File: src/rtl/prnt_pkg.sv
// Shared constants, codes and control types for the path resample unit.
package prnt_pkg;

  localparam int unsigned STORE_DEPTH = 1024;
  localparam int unsigned HORIZON     = 20;
  localparam int unsigned ADDR_W      = $clog2(STORE_DEPTH);
  localparam int unsigned CNT_W       = $clog2(STORE_DEPTH + 1);

  localparam int unsigned POS_W   = 32;
  localparam int unsigned TIME_W  = 48;
  localparam int unsigned CFG_W   = 16;
  localparam int unsigned SUM_W   = 40;
  localparam int unsigned DIFF_W  = POS_W + 1;
  localparam int unsigned SQ_W    = 2 * DIFF_W;
  localparam int unsigned ROOT_W  = SQ_W / 2;
  localparam int unsigned REM_W   = ROOT_W + 2;
  localparam int unsigned USEC_W  = 20;
  localparam int unsigned NUM_W   = ROOT_W + USEC_W;
  localparam int unsigned ITER_W  = $clog2(NUM_W + 1);

  localparam logic [USEC_W-1:0] USEC_PER_S = USEC_W'(1000000);
  localparam logic [CFG_W-1:0]  SPEED_MIN  = CFG_W'(128);
  localparam logic [SUM_W-1:0]  SUM_MAX    = '1;
  localparam logic [TIME_W-1:0] STAMP_MAX  = '1;
  localparam logic [CFG_W-1:0]  SPACING_RST = CFG_W'(256);
  localparam logic [CFG_W-1:0]  SPEED_RST   = CFG_W'(256);

  // Input mode codes
  localparam logic [1:0] MODE_POINT    = 2'd0;
  localparam logic [1:0] MODE_TICK     = 2'd1;
  localparam logic [1:0] MODE_DECISION = 2'd2;

  // Configuration register indexes
  localparam logic CFG_SPACING = 1'b0;
  localparam logic CFG_SPEED   = 1'b1;

  // Result status codes
  localparam logic STATUS_OK     = 1'b0;
  localparam logic STATUS_NOPATH = 1'b1;

  typedef enum logic [1:0] {
    SQ_POINT,   // kept point against input point
    SQ_SCAN,    // stored point against vehicle
    SQ_STEP     // stored point against previous stored point
  } sq_src_e;

  typedef struct packed {
    logic    load_in;
    logic    set_stop;
    sq_src_e sq_src;
    logic    sq_first;
    logic    sq_second;
    logic    sqrt_start;
    logic    acc_sum;
    logic    keep;
    logic    scan_init;
    logic    mem_rd;
    logic    scan_cmp;
    logic    em_init;
    logic    slow_stamp;
    logic    mul_dt;
    logic    div_start;
    logic    add_dt;
    logic    out_load;
    logic    out_empty;
  } cmd_t;

  typedef struct packed {
    logic [1:0] mode;
    logic       first;
    logic       last;
    logic       count_zero;
    logic       busy;
    logic       keep_hit;
    logic       scan_last;
    logic       em_first;
    logic       em_last;
    logic       slow;
    logic       out_free;
  } sts_t;

endpackage

File: src/rtl/prnt_ctrl.sv
// Sequencing state machine for point thinning, nearest search and pose emission.
module prnt_ctrl (
  input  logic             clk_i,
  input  logic             rst_ni,
  input  logic             in_valid_i,
  output logic             in_ready_o,
  input  prnt_pkg::sts_t   sts_i,
  output prnt_pkg::cmd_t   cmd_o
);

  typedef enum logic [4:0] {
    S_IDLE, S_DECODE,
    S_PT_SQX, S_PT_SQY, S_PT_ROOT, S_PT_WAIT, S_PT_ACC, S_PT_CHK, S_KEEP,
    S_SCAN_RD, S_SCAN_SQX, S_SCAN_SQY, S_SCAN_CMP,
    S_EM_INIT, S_EM_RD, S_EM_CALC,
    S_ST_SQX, S_ST_SQY, S_ST_ROOT, S_ST_WAIT, S_ST_MUL, S_ST_DIV, S_ST_DWAIT,
    S_ST_ADD, S_EM_OUT, S_EMPTY
  } state_e;

  state_e state_q, state_d;

  assign in_ready_o = (state_q == S_IDLE);

  // Decode commands and next state
  always_comb begin
    cmd_o   = '0;
    state_d = state_q;
    unique case (state_q)
      S_IDLE: begin
        if (in_valid_i) begin
          cmd_o.load_in = 1'b1;
          state_d = S_DECODE;
        end
      end
      S_DECODE: begin
        priority if (sts_i.mode == prnt_pkg::MODE_POINT) begin
          if (sts_i.first) state_d = sts_i.last ? S_IDLE : S_KEEP;
          else             state_d = S_PT_SQX;
        end else if (sts_i.mode == prnt_pkg::MODE_DECISION) begin
          cmd_o.set_stop = 1'b1;
          state_d = S_IDLE;
        end else if (sts_i.mode == prnt_pkg::MODE_TICK) begin
          if (sts_i.count_zero) begin
            state_d = S_EMPTY;
          end else begin
            cmd_o.scan_init = 1'b1;
            state_d = S_SCAN_RD;
          end
        end else begin
          state_d = S_IDLE;
        end
      end
      S_PT_SQX: begin
        cmd_o.sq_src = prnt_pkg::SQ_POINT;
        cmd_o.sq_first = 1'b1;
        state_d = S_PT_SQY;
      end
      S_PT_SQY: begin
        cmd_o.sq_src = prnt_pkg::SQ_POINT;
        cmd_o.sq_second = 1'b1;
        state_d = S_PT_ROOT;
      end
      S_PT_ROOT: begin
        cmd_o.sqrt_start = 1'b1;
        state_d = S_PT_WAIT;
      end
      S_PT_WAIT: if (!sts_i.busy) state_d = S_PT_ACC;
      S_PT_ACC: begin
        cmd_o.acc_sum = 1'b1;
        state_d = S_PT_CHK;
      end
      S_PT_CHK: state_d = sts_i.keep_hit ? S_KEEP : S_IDLE;
      S_KEEP: begin
        cmd_o.keep = 1'b1;
        state_d = S_IDLE;
      end
      S_SCAN_RD: begin
        cmd_o.mem_rd = 1'b1;
        state_d = S_SCAN_SQX;
      end
      S_SCAN_SQX: begin
        cmd_o.sq_src = prnt_pkg::SQ_SCAN;
        cmd_o.sq_first = 1'b1;
        state_d = S_SCAN_SQY;
      end
      S_SCAN_SQY: begin
        cmd_o.sq_src = prnt_pkg::SQ_SCAN;
        cmd_o.sq_second = 1'b1;
        state_d = S_SCAN_CMP;
      end
      S_SCAN_CMP: begin
        cmd_o.scan_cmp = 1'b1;
        state_d = sts_i.scan_last ? S_EM_INIT : S_SCAN_RD;
      end
      S_EM_INIT: begin
        cmd_o.em_init = 1'b1;
        state_d = S_EM_RD;
      end
      S_EM_RD: begin
        cmd_o.mem_rd = 1'b1;
        state_d = S_EM_CALC;
      end
      S_EM_CALC: begin
        priority if (sts_i.em_first) begin
          state_d = S_EM_OUT;
        end else if (sts_i.slow) begin
          cmd_o.slow_stamp = 1'b1;
          state_d = S_EM_OUT;
        end else begin
          state_d = S_ST_SQX;
        end
      end
      S_ST_SQX: begin
        cmd_o.sq_src = prnt_pkg::SQ_STEP;
        cmd_o.sq_first = 1'b1;
        state_d = S_ST_SQY;
      end
      S_ST_SQY: begin
        cmd_o.sq_src = prnt_pkg::SQ_STEP;
        cmd_o.sq_second = 1'b1;
        state_d = S_ST_ROOT;
      end
      S_ST_ROOT: begin
        cmd_o.sqrt_start = 1'b1;
        state_d = S_ST_WAIT;
      end
      S_ST_WAIT: if (!sts_i.busy) state_d = S_ST_MUL;
      S_ST_MUL: begin
        cmd_o.mul_dt = 1'b1;
        state_d = S_ST_DIV;
      end
      S_ST_DIV: begin
        cmd_o.div_start = 1'b1;
        state_d = S_ST_DWAIT;
      end
      S_ST_DWAIT: if (!sts_i.busy) state_d = S_ST_ADD;
      S_ST_ADD: begin
        cmd_o.add_dt = 1'b1;
        state_d = S_EM_OUT;
      end
      S_EM_OUT: begin
        if (sts_i.out_free) begin
          cmd_o.out_load = 1'b1;
          state_d = sts_i.em_last ? S_IDLE : S_EM_RD;
        end
      end
      S_EMPTY: begin
        if (sts_i.out_free) begin
          cmd_o.out_empty = 1'b1;
          state_d = S_IDLE;
        end
      end
      default: state_d = S_IDLE;
    endcase
  end

  // Hold state
  always_ff @(posedge clk_i or negedge rst_ni) begin
    if (!rst_ni) begin
      state_q <= S_IDLE;
    end else begin
      state_q <= state_d;
    end
  end

endmodule

File: config.mk
export PLATFORM = sky130hd
export DESIGN_NAME = prnt_ctrl
export DESIGN_NICKNAME = d
export VERILOG_FILES = /design/src/rtl/prnt_pkg.sv /design/src/rtl/prnt_ctrl.sv
export SDC_FILE = /design/constraint.sdc
export NUM_CORES = 1
export LEC_CHECK = 0
export ABC_AREA = 1
export BUFFER_PORTS_ARGS = -buffer_cell sky130_fd_sc_hd__buf_4
export CAP_MARGIN = 10
export CORE_MARGIN = 2
export CORE_UTILIZATION = 35
export DETAILED_ROUTE_END_ITERATION = 12
export SETUP_SLACK_MARGIN = 0.02
export SYNTH_ARGS = -nofsm -noshare
export SYNTH_HDL_FRONTEND = slang
export SYNTH_SLANG_ARGS = --single-unit
File: constraint.sdc
create_clock -name clk_i -period 1.42 [get_ports clk_i]
set_input_delay 0.213 -clock clk_i [delete_from_list [all_inputs] [get_ports clk_i]]
set_output_delay 0.213 -clock clk_i [all_outputs]
set_load 0.05 [all_outputs]
Yosys cells after proc, flatten, opt, wreduce, memory -nomap -nowiden. Cells that the tools add are included.

$add $sub $neg: 0. Multipliers: 0. Div/mod/pow operators: 0. Order comparisons: 0. Eq/ne operators: 33. Shift-type cells: 0. Mux-type cells: 46. Bitwise gates (word level): 0. Reduce and logical (&&, ||, !) cells: 9.

Operators by type and width (number): $pmux W5 S25 (1); $mux W5 (11); $eq A5 B5 Y1 const B (10); $eq A5 B4 Y1 const B (8); $mux W1 (27); $eq A5 B3 Y1 const B (4); $mux W4 (5); $ne A2 B2 Y1 const B (6); $eq A5 B2 Y1 const B (2); $reduce_or A2 Y1 (4); $reduce_and A6 Y1 (1); $reduce_or A3 Y1 (2); $eq A5 B1 Y1 const B (1); $logic_not A5 Y1 (1); $pmux W2 S2 (1); $mux W3 (1); $eq A2 B1 Y1 const B (1); $eq A2 B2 Y1 const B (1); $logic_not A2 Y1 (1).

Register bits after elaboration: 5. Bits in latches: 0. Memory bits (writable): 0. Bits in read-only memories: 0. Input bits: 15. Word-level logic and storage cells: 89. Memories: 0.

Depth between registers and ports, before layout. Gate-level depths: netlist of run 1.

Depth in word-level cells: 5. Mapped depth: 10.

Worst setup path after synthesis of run 1. No wires, ideal clock.

Kind: flip-flop to output port. From: register state_q[0]. To: output cmd_o[1] in the netlist's numbering. Arrival time: 2.174 ns. Setup slack: -0.967 ns. Cell stages (with the launch flop): 5. Buffers on the path: 1. Path through: dfrtp_1 buf_4 nor2_4 inv_1 nor4_1.

RTL lines: from (decl) (RTL line prnt_ctrl.sv:20) `state_e state_q, state_d;`; from (signal assigned) (RTL line prnt_ctrl.sv:162) `state_q <= state_d;`; to (decl) (RTL line prnt_ctrl.sv:8) `output prnt_pkg::cmd_t cmd_o`.

Final worst setup path of run 1.
From: register state_q[4]. To: register state_q[1].

Longest elaborated chain between the ends: 3.

RTL lines: $eq A5 B3 Y1 (tied with other cells) (RTL line prnt_ctrl.sv:28) `unique case (state_q)`; $ne A2 B2 Y1 (no line); $reduce_and A6 Y1 (no line).

Parallel ways exist; a longest one is shown, timed or not. A chain may end at the register's enable or synchronous reset.

==> flow_summary.toml, run 1 <==
[place]
port_buffers = 34
dp_cells = 257
dpl_worst_slack_ps = -152
placedInstanceArea_um2 = 1430
place.detailed.hpwl_um = 2690
gp_congestion = 0.940

[timing]
min_period_over_period_pct = 123
fin_skew_ps = 15.6
maxSlewViolCount = 0
hold_viol_final = 0
setup_viol = 25
worst_pin_slew_ps = 260
relSlewSlack_pct = 82.7
tns_ps = -6070
rsz0062_at_grt = "true"
timing.final.ws_setup_ps = -325
max_freq_mhz = 573
layout_min_cycle_time_ps = 1740

[global_route]
grt_util_all_layers_pct = 32.2
met3_usage_pct = 4.60
grt_pass1_vias = 1395
grt_pass1_wl_um = 6450
grt_remaining_overflow = 0
gr-usage-met1_pct = 39.0
grt_max_degree = 9
global_route.usage.met2_pct = 56.1
grt.busiest_layer = "met2"
antenna_found_initial = 0

[cts]
cts.sinks = 5
root_buffer = "clkbuf_4"
cts_tree = "yes"
clock_latency_ps = 270
cts_buffers = 3
htree_num_levels = 1
clk_pin_slew_worst_paths_ps = 60
cts_buffer_depth = 2

[worst_setup_path]
crit_chain = "clkinv_4 > nand3_2 > nor2_1 > nor2_2 > buf_4 > buf_4 > nand2_1 > nor2_1 > nand2_1 > nand2_1 > nand2_1"
slowest_stage = "dfrtp_2"
cp_max_fo = 8
critPathKind = "reg -> reg"
crit_path_end_kind = "register"
cp.required_ps = 1580
arrival_ps = 1910
path_common_cell = "nand2_1"
startpoint_type = "register"
critPathMaxStageDelay_ps = 500

[logic_synthesis]
ys.flop_type = "dfrtp_1"
synthCells = 168
syn_nets = 183
yosys.area.top_type_share_pct = 27.9
async_flop_share_pct = 100
ys_seq_area_share_pct = 15.5
syn_area_per_cell_um2 = 4.80
synth_area_leader_cell = "nand2_1"
synth_edf_count = 0
ys_types = 17
synth_area_leaders = "nand2_1 (28%), nor2_1 (20%), dfrtp_1 (16%)"
synth.most_common_cell = "nand2_1"
synth-seq-cells = 5
ys_top_cells_by_count = "nand2_1 (60), nor2_1 (44), inv_1 (21)"
yosys_warnings = 0
synthesis.area_um2 = 807

[route]
drtPass1Iterations = 4
drt_iter0_drc = 64
postRouteAntennaNets = 0
vias = 1504
wire_per_inst_um = 16.1
drt_wl_total_um = 4560
route.detailed.drc = 0
vias_per_cell = 5.31

[cells_and_area]
multi_input_area_um2 = 841
nets = 271
largest_register_ffs = 5
seqCellArea_um2 = 131
layout-drive-gt1-share_pct = 57.3
instances_no_fill = 283
fillCellCount = 112
post-route-util_pct = 86.9
fin_area_um2 = 1900
top_regs = "state_q x5"
top_register = "state_q"
syn_to_final_growth_pct = 136
antennaDiodeCount = 0

[floorplan]
coreArea_um2 = 2190
initial_utilization_pct = 36.8
die_x_um = 52.0
dieArea_um2 = 2710
io_pins = 35
die_h_um = 52.0
num_rows = 17

[outcome]
status = "complete, but fails checks"
violations = "negative setup slack"

[power]
p_leak_nw = 1.06
p_per_area_nw_per_um2 = 1760
irDropWorstVdd_mv = 1.53

[flow_run]
cap_violations = 0

[worst_hold_path]
hp-class = "in -> reg"
[cell families (layout without fill, tap and decap cells)]
kind of cell	after synthesis	in the layout	synth area share, %
AOI/OAI and AO/OA	8	8	5.43
buffers and inverters	25	112	12.7
DFF	5	5	15.5
and+or+nand+nor	130	130	66.4
[worst paths after layout]
path | slack (ps) | startpoint | depth (start not counted) | end
setup / recovery | -320 | state_q[4] | 11 | state_q[1]
hold / removal | 250 | sts_i[6] | 4 | state_q[2]
setup reg to reg | -320 | state_q[4] | 11 | state_q[1]
hold reg to reg | 730 | state_q[2] | 3 | state_q[2]
max in group asynchronous | 990 | rst_ni | 2 | state_q[0]
min in group asynchronous | 290 | rst_ni | 2 | state_q[3]
[per-stage QoR]
stage	hold WS [ps]	power [W]
3_3_place_gp	15.4	0.00229
5_1_grt	253	0.00350
3_5_place_dp	17.6	0.00232
6_report	252	0.00334
2_1_floorplan	-82.6	0.00159
4_1_cts	264	0.00303
[critical path: cells and delay by family (launching register included)]
kind	cells	cell delay [ps]
buf+inv	3	350
flops	1	500
simple gates	8	800
[power breakdown]
part           leakage, nW  internal (W)  switching, W
clock               0.0150      0.000108     0.0000891
sequential          0.0578      0.000211      0.000145
combinational        0.986       0.00113       0.00166
total                 1.06       0.00145       0.00189
[what timing repair did]
item | in CTS | in global routing
resized for setup | 62 | 20
hold buffers | 1 | 0
endpoints found under the setup margin | 25 | 25
buffers inserted | 17 | 5
gates cloned | 0 | 0
endpoints found under the hold margin | 5 | 0
pin swaps | 11 | 5
[cells in the final DEF (no fill, tap or decap)]
cell type	count
a21oi_1	2
a21oi_4	1
buf_4	57
buf_6	24
buf_8	4
clkbuf_1	1
clkbuf_4	3
clkinv_4	2
clkinvlp_4	1
dfrtp_2	5
dlygate4sd3_1	1
inv_1	13
inv_2	4
inv_4	2
nand2_1	50
nand2_2	8
nand2_4	2
nand3_1	5
nand3_2	6
nand3_4	3
nand4_1	3
nor2_1	28
nor2_2	9
nor2_4	9
nor3_1	1
nor3_4	4
nor3b_4	1
nor4_4	1
o21ai_0	5
[final cells by class]
cell class / count / share of cell area (%)
multi-input cells: 138 / 44.2
repair buffers: 86 / 40.4
flip-flops and latches: 5 / 6.90
inverters: 22 / 5.33
well taps: 28 / 1.84
clock buffers: 4 / 1.38
[layer usage]
metal	vias to the layer above	wire length (µm)
li1	698	-
met1	701	1720
met2	83	2350
met3	22	266
met4	0	220
met5	-	0
Note: power is estimated with default switching activity, not from simulation.
==> inputs of run 2 (changes only) <==
==> constraint.sdc (replaced) <==
create_clock -name clk_i -period 1.42 [get_ports clk_i]
set_input_delay 0.284 -clock clk_i [delete_from_list [all_inputs] [get_ports clk_i]]
set_output_delay 0.284 -clock clk_i [all_outputs]
set_load 0.05 [all_outputs]
==> run 2 against run 1 <==
  * The run now fails in 5_1_grt
  * Area after synthesis is the same
  * Synthesized cell count is the same
==> flow_summary.toml, run 2 <==
[outcome]
status = "stopped before the end"
stop_stage = "5_1_grt"
tool.error = "[ERROR GRT-0232] Routing congestion too high. Check the congestion heatmap in the GUI."

[place]
dp_cells = 260
gp_congestion = 0.979
place.detailed.hpwl_um = 2720
port_buffers = 34
dpl_worst_slack_ps = -199
placedInstanceArea_um2 = 1530

[logic_synthesis]
yosys_warnings = 0
ys_top_cells_by_count = "nand2_1 (60), nor2_1 (44), inv_1 (21)"
synthesis.area_um2 = 807
async_flop_share_pct = 100
synthCells = 168
yosys.area.top_type_share_pct = 27.9
ys_seq_area_share_pct = 15.5
syn_area_per_cell_um2 = 4.80
synth_area_leader_cell = "nand2_1"
ys_types = 17
synth_edf_count = 0
synth-seq-cells = 5
synth.most_common_cell = "nand2_1"
ys.flop_type = "dfrtp_1"
synth_area_leaders = "nand2_1 (28%), nor2_1 (20%), dfrtp_1 (16%)"
syn_nets = 183

[timing]
crit_endpoint = "cmd_o[5]"
worstEndpointType = "primary output"

[cts]
cts_buffers = 3
cts_buffer_depth = 2
cts.sinks = 5
htree_num_levels = 1
root_buffer = "clkbuf_4"

[global_route]
grt_util_all_layers_pct = 77.1
grt_max_degree = 8
grt_remaining_overflow = 94

[floorplan]
die_x_um = 52.0
io_pins = 35
initial_utilization_pct = 36.8
die_h_um = 52.0
num_rows = 17
==> run 2: cell counts after synthesis <==
No cell type changed its count.
==> run 2: timing repair <==
item	4_1_cts
endpoints found under the setup margin	25
pin swaps	21
setup buffers	22
endpoints found under the hold margin	5
hold buffers	1
gates resized for setup	81
==> run 2: stage by stage <==
| step | util, % | TNS [ps] |
|---|---|---|
| after floorplan | - | -1500 |
| after global placement | 69.8 | -2100 |
| after detailed placement | 69.8 | -2680 |
| after CTS | 91.5 | -5260 |
==> run 2: routing by layer <==
| layer | GRT overflow | GRT usage (%) |
|---|---|---|
| met3 | 0 | 41.4 |
| met1 | 0 | 72.5 |
| met4 | 28 | 97.4 |
| met2 | 66 | 106 |
| met5 | 0 | 0 |
==> run 2: kinds of logic after synthesis <==
family / count (synthesis) / synth area share [%]
buffers and inverters: 25 / 12.7
AOI/OAI and AO/OA: 8 / 5.43
and+or+nand+nor: 130 / 66.4
DFF: 5 / 15.5
==> inputs of run 3 (changes only) <==
Settings changed: CORE_UTILIZATION 35 to 20, PLACE_DENSITY_LB_ADDON set to 0.15, SETUP_SLACK_MARGIN 0.02 to not set.
==> run 3 against run 2 <==
  * The flow now finishes, with violations (negative setup slack)
==> flow_summary.toml, run 3 (same netlist as run 1, synthesis figures left out) <==
[worst_setup_path]
rrSetupSlack_ps = -260
crit_path_end_kind = "output port"
arrival_ps = 1440
critPathKind = "reg -> out"
cp.required_ps = 1140
startpoint_type = "register"
cp_max_fo = 7

[timing]
maxSlewViolCount = 0
fin_skew_ps = 1.51
max_freq_mhz = 580
hold_slack_ps = 382
relSlewSlack_pct = 83.2
tns_ps = -5830
timing.final.ws_setup_ps = -304
worst_pin_slew_ps = 253
layout_min_cycle_time_ps = 1720
min_period_over_period_pct = 121
hold_viol_final = 0
setup_viol = 25
rsz0062_at_grt = "true"

[route]
wire_per_inst_um = 13.4
route.detailed.drc = 0
vias = 1437
postRouteAntennaNets = 0
drtPass1Iterations = 4
vias_per_cell = 4.53
drt_iter0_drc = 61
drt_wl_total_um = 4230

[cts]
cts.sinks = 5
clk_pin_slew_worst_paths_ps = 40
cts_buffers = 3
cts_tree = "yes"
clock_latency_ps = 220
htree_num_levels = 1
root_buffer = "clkbuf_8"
cts_buffer_depth = 2

[floorplan]
dieArea_um2 = 4560
io_pins = 35
die_h_um = 67.5
die_x_um = 67.5
num_rows = 23
coreArea_um2 = 3940
initial_utilization_pct = 20.5

[cells_and_area]
antennaDiodeCount = 0
top_regs = "state_q x5"
top_register = "state_q"
fillCellCount = 355
largest_register_ffs = 5
syn_to_final_growth_pct = 182
seqCellArea_um2 = 131
mostFrequentLayoutCells = "buf_4 (54), nand2_1 (39), buf_6 (32)"
layout_commonest_cell = "buf_4"
multi_input_area_um2 = 991
nets = 283
layout-drive-gt1-share_pct = 66.7

[global_route]
global_route.usage.met2_pct = 31.6
grt_util_all_layers_pct = 18.8
grt_remaining_overflow = 0
met3_usage_pct = 2.17
gr-usage-met1_pct = 23.7
grt_max_degree = 9
grt.busiest_layer = "met2"
grt_pass1_wl_um = 6400
grt_pass1_vias = 1413
antenna_found_initial = 0

[place]
gp_congestion = 0.913
place.detailed.hpwl_um = 2890
port_buffers = 34

[outcome]
status = "complete, but fails checks"
violations = "negative setup slack"

[power]
p_per_area_nw_per_um2 = 1800
comb_power_share_pct = 84.1
pwr-share-clk_pct = 6.5
seq_power_share_pct = 9.3
irDropWorstVdd_mv = 0.957
p_leak_nw = 1.19
sw_frac_of_total_pct = 51.7
p_sw_w = 0.00213
power.internal_w = 0.00199

[worst_hold_path]
hp-class = "in -> reg"

[flow_run]
cap_violations = 0
==> run 3: cell type report <==
type                       count  share of cell area [%]
clock buffer                   4                    1.98
timing repair buffer          98                    41.5
sequential                     5                    5.76
multi-input combinational    138                    43.5
inverter                      22                    4.56
tap                           50                    2.74
==> run 3: what timing repair did <==
item,4_1_cts,5_1_grt
hold buffers,1,0
setup endpoints to repair,25,25
pin swaps,21,12
resized for setup,92,35
hold endpoints to repair,5,0
setup buffers,18,8
==> run 3: worst paths after layout <==
kind | startpoint | end | cells past startpoint
max | state_q[2] | cmd_o[13] | 7
min | sts_i[6] | state_q[4] | 4
max reg2reg | state_q[2] | state_q[4] | 12
min reg2reg | state_q[2] | state_q[2] | 2
max in group asynchronous | rst_ni | state_q[3] | 2
min in group asynchronous | rst_ni | state_q[4] | 2
==> run 3: power by group through the flow <==
stage | combinational (W) | clock (W) | sequential, W
5_1_grt | 0.00370 | 0.000292 | 0.000397
2_1_floorplan | 0.00151 | 0 | 0.000249
3_3_place_gp | 0.00227 | 0 | 0.000340
3_5_place_dp | 0.00225 | 0 | 0.000342
4_1_cts | 0.00303 | 0.000276 | 0.000376
6_report | 0.00346 | 0.000269 | 0.000383
==> run 3: stage by stage <==
stage	cell area (µm²)	util [%]	worst slack [ps]	total power [W]	instances
after CTS	2100	53.3	-263	0.00368	310
after detailed placement	1590	40.3	-197	0.00259	287
after floorplan	1020	-	-210	0.00176	168
after global placement	1590	40.3	-214	0.00261	287
final	2280	57.8	-304	0.00411	317
after global routing	2280	57.8	-388	0.00438	317
==> run 3: worst max-delay path, stage by stage (launching register included) <==
cell and delay, ps:
dfrtp_2 480, inv_2 120, buf_6 120, nand2_2 70, nor2_2 160, inv_2 70, nand2_4 60, buf_8 140
==> run 3: layer usage <==
| metal | routed length [µm] | vias up |
|---|---|---|
| met2 | 2160 | 49 |
| met1 | 1720 | 656 |
| li1 | - | 723 |
| met5 | 0 | - |
| met4 | 76 | 0 |
| met3 | 281 | 9 |
==> inputs of run 4 (changes only) <==
Settings changed: CORE_AREA set to 2 2 63 65, CORE_MARGIN 2 to not set, CORE_UTILIZATION 20 to not set, DIE_AREA set to 0 0 65 67.
==> run 4 against run 3 <==
  * The run still ends with negative setup slack left
  * Combinational power shrank 3%
  * Global-route usage shrank 0.058 points
  * Final cell count shrank 0.95%
  * Sequential share of layout area grew 0.15 points
  * Critical path depth shrank 2
  * Non-clock buffer count shrank 1
  * Wire length shrank 1.5%
  * Critical endpoint is now in_ready_o
  * Largest power group unchanged
==> flow_summary.toml, run 4 (same netlist as run 1, synthesis figures left out) <==
[route]
vias_per_cell = 4.54
wire_per_inst_um = 13.3
drt_wl_total_um = 4170
drt_iter0_drc = 48
route.detailed.drc = 0
postRouteAntennaNets = 0
drtPass1Iterations = 4
vias = 1426

[power]
p_leak_nw = 1.18
p_per_area_nw_per_um2 = 1780
irDropWorstVdd_mv = 1.08

[worst_setup_path]
cp-endpoint = "in_ready_o"
r2r_cells = 11
cp-startpoint = "state_q[0]"
worst_r2r_endpoint = "state_q[3]"
rrSetupSlack_ps = -180
cp_max_fo = 7
cp.required_ps = 1140
r2r-start = "state_q[2]"
startpoint_type = "register"
arrival_ps = 1420
critPathKind = "reg -> out"
crit_path_end_kind = "output port"

[floorplan]
initial_utilization_pct = 22.4
die_x_um = 65
die_h_um = 67
num_rows = 22
coreArea_um2 = 3610
dieArea_um2 = 4360
io_pins = 35

[global_route]
grt_pass1_wl_um = 6260
grt_remaining_overflow = 0
grt_util_all_layers_pct = 18.7
antenna_found_initial = 0
grt_max_degree = 8
grt_pass1_vias = 1366

[cts]
root_buffer = "clkbuf_8"
htree_num_levels = 1
cts_buffers = 3
cts_buffer_depth = 2
cts.sinks = 5
clock_latency_ps = 220
clk_pin_slew_worst_paths_ps = 30
cts_tree = "yes"

[flow_run]
cap_violations = 0

[timing]
hold_viol_final = 0
worst_pin_slew_ps = 251
rsz0062_at_grt = "true"
min_period_over_period_pct = 120
hold_slack_ps = 388
fin_skew_ps = 0.466
layout_min_cycle_time_ps = 1700
timing.final.ws_setup_ps = -285
setup_viol = 25
tns_ps = -5590
maxSlewViolCount = 0
relSlewSlack_pct = 83.2
max_freq_mhz = 587

[worst_hold_path]
min_path_cells = 4
hp-class = "in -> reg"

[cells_and_area]
largest_register_ffs = 5
layout_commonest_cell = "buf_4"
nets = 282
top_register = "state_q"
top_regs = "state_q x5"
instances_no_fill = 314
syn_to_final_growth_pct = 175
layout-drive-gt1-share_pct = 65.4
mostFrequentLayoutCells = "buf_4 (55), nand2_1 (38), buf_6 (34)"
antennaDiodeCount = 0

[outcome]
violations = "negative setup slack"
status = "complete, but fails checks"

[place]
port_buffers = 34
place.detailed.hpwl_um = 2780
dp_cells = 280
gp_congestion = 0.832
run 4: cell types whose count changed in the layout (fill, tap and decap cells not counted), sizes merged:
cell | previous run | this run
clkinv | 0 | 1
inv | 21 | 20
buf | 97 | 96
run 4: metal layers:
layer  GRT usage [%]  share of wire [%]  vias up
met3           0.845                3.6        5
met4            5.85                1.3        0
met2            31.8                 52       38
li1                -                  -      717
met1            25.4                 43      666
met5               0                  0        -
run 4: repair_timing:
| action | in CTS | in global routing |
|---|---|---|
| setup endpoints to repair | 25 | 25 |
| hold buffers | 1 | 0 |
| cloned | 0 | 0 |
| pin swaps | 13 | 18 |
| setup buffers | 20 | 9 |
| hold endpoints to repair | 5 | 0 |
| resized for setup | 75 | 40 |
run 4: area by class of cell:
type                    instances  area (µm²)
flip-flops and latches          5         131
fillers                       317        1380
clock buffers                   4        45.0
repair buffers                 97         911
multi-input cells             138         978
inverters                      22        96.3
well taps                      48        60.1
run 4: where the power goes:
| group | internal, W | switching (W) |
|---|---|---|
| logic | 0.00150 | 0.00184 |
| registers | 0.000212 | 0.000145 |
| clock network | 0.000193 | 0.0000685 |
| total | 0.00190 | 0.00206 |
run 4: worst min path at each step:
| stage | end | startpoint | slack, ps |
|---|---|---|---|
| 6_report | state_q[1] | sts_i[6] | 390 |
| 3_3_place_gp | state_q[3] | rst_ni | 90 |
| 4_1_cts | state_q[1] | sts_i[6] | 360 |
| 2_1_floorplan | state_q[0] | rst_ni | -10 |
| 5_1_grt | state_q[1] | sts_i[6] | 410 |
| 3_5_place_dp | state_q[3] | rst_ni | 90 |
run 4: critical path, cell delays in order (launching register included):
cell and delay, ps:
dfrtp_2 480, nor2_4 200, buf_6 150, nand3_4 100, clkinvlp_4 120, buf_8 150
run 4: metrics by stage:
step / utilization [%] / total power, W / instance area [µm²] / setup slack [ps]
2_1_floorplan: - / 0.00176 / 1020 / -210
3_3_place_gp: 43.0 / 0.00250 / 1550 / -172
3_5_place_dp: 43.0 / 0.00249 / 1550 / -202
4_1_cts: 55.7 / 0.00349 / 2010 / -291
5_1_grt: 61.6 / 0.00418 / 2220 / -328
6_report: 61.6 / 0.00396 / 2220 / -285
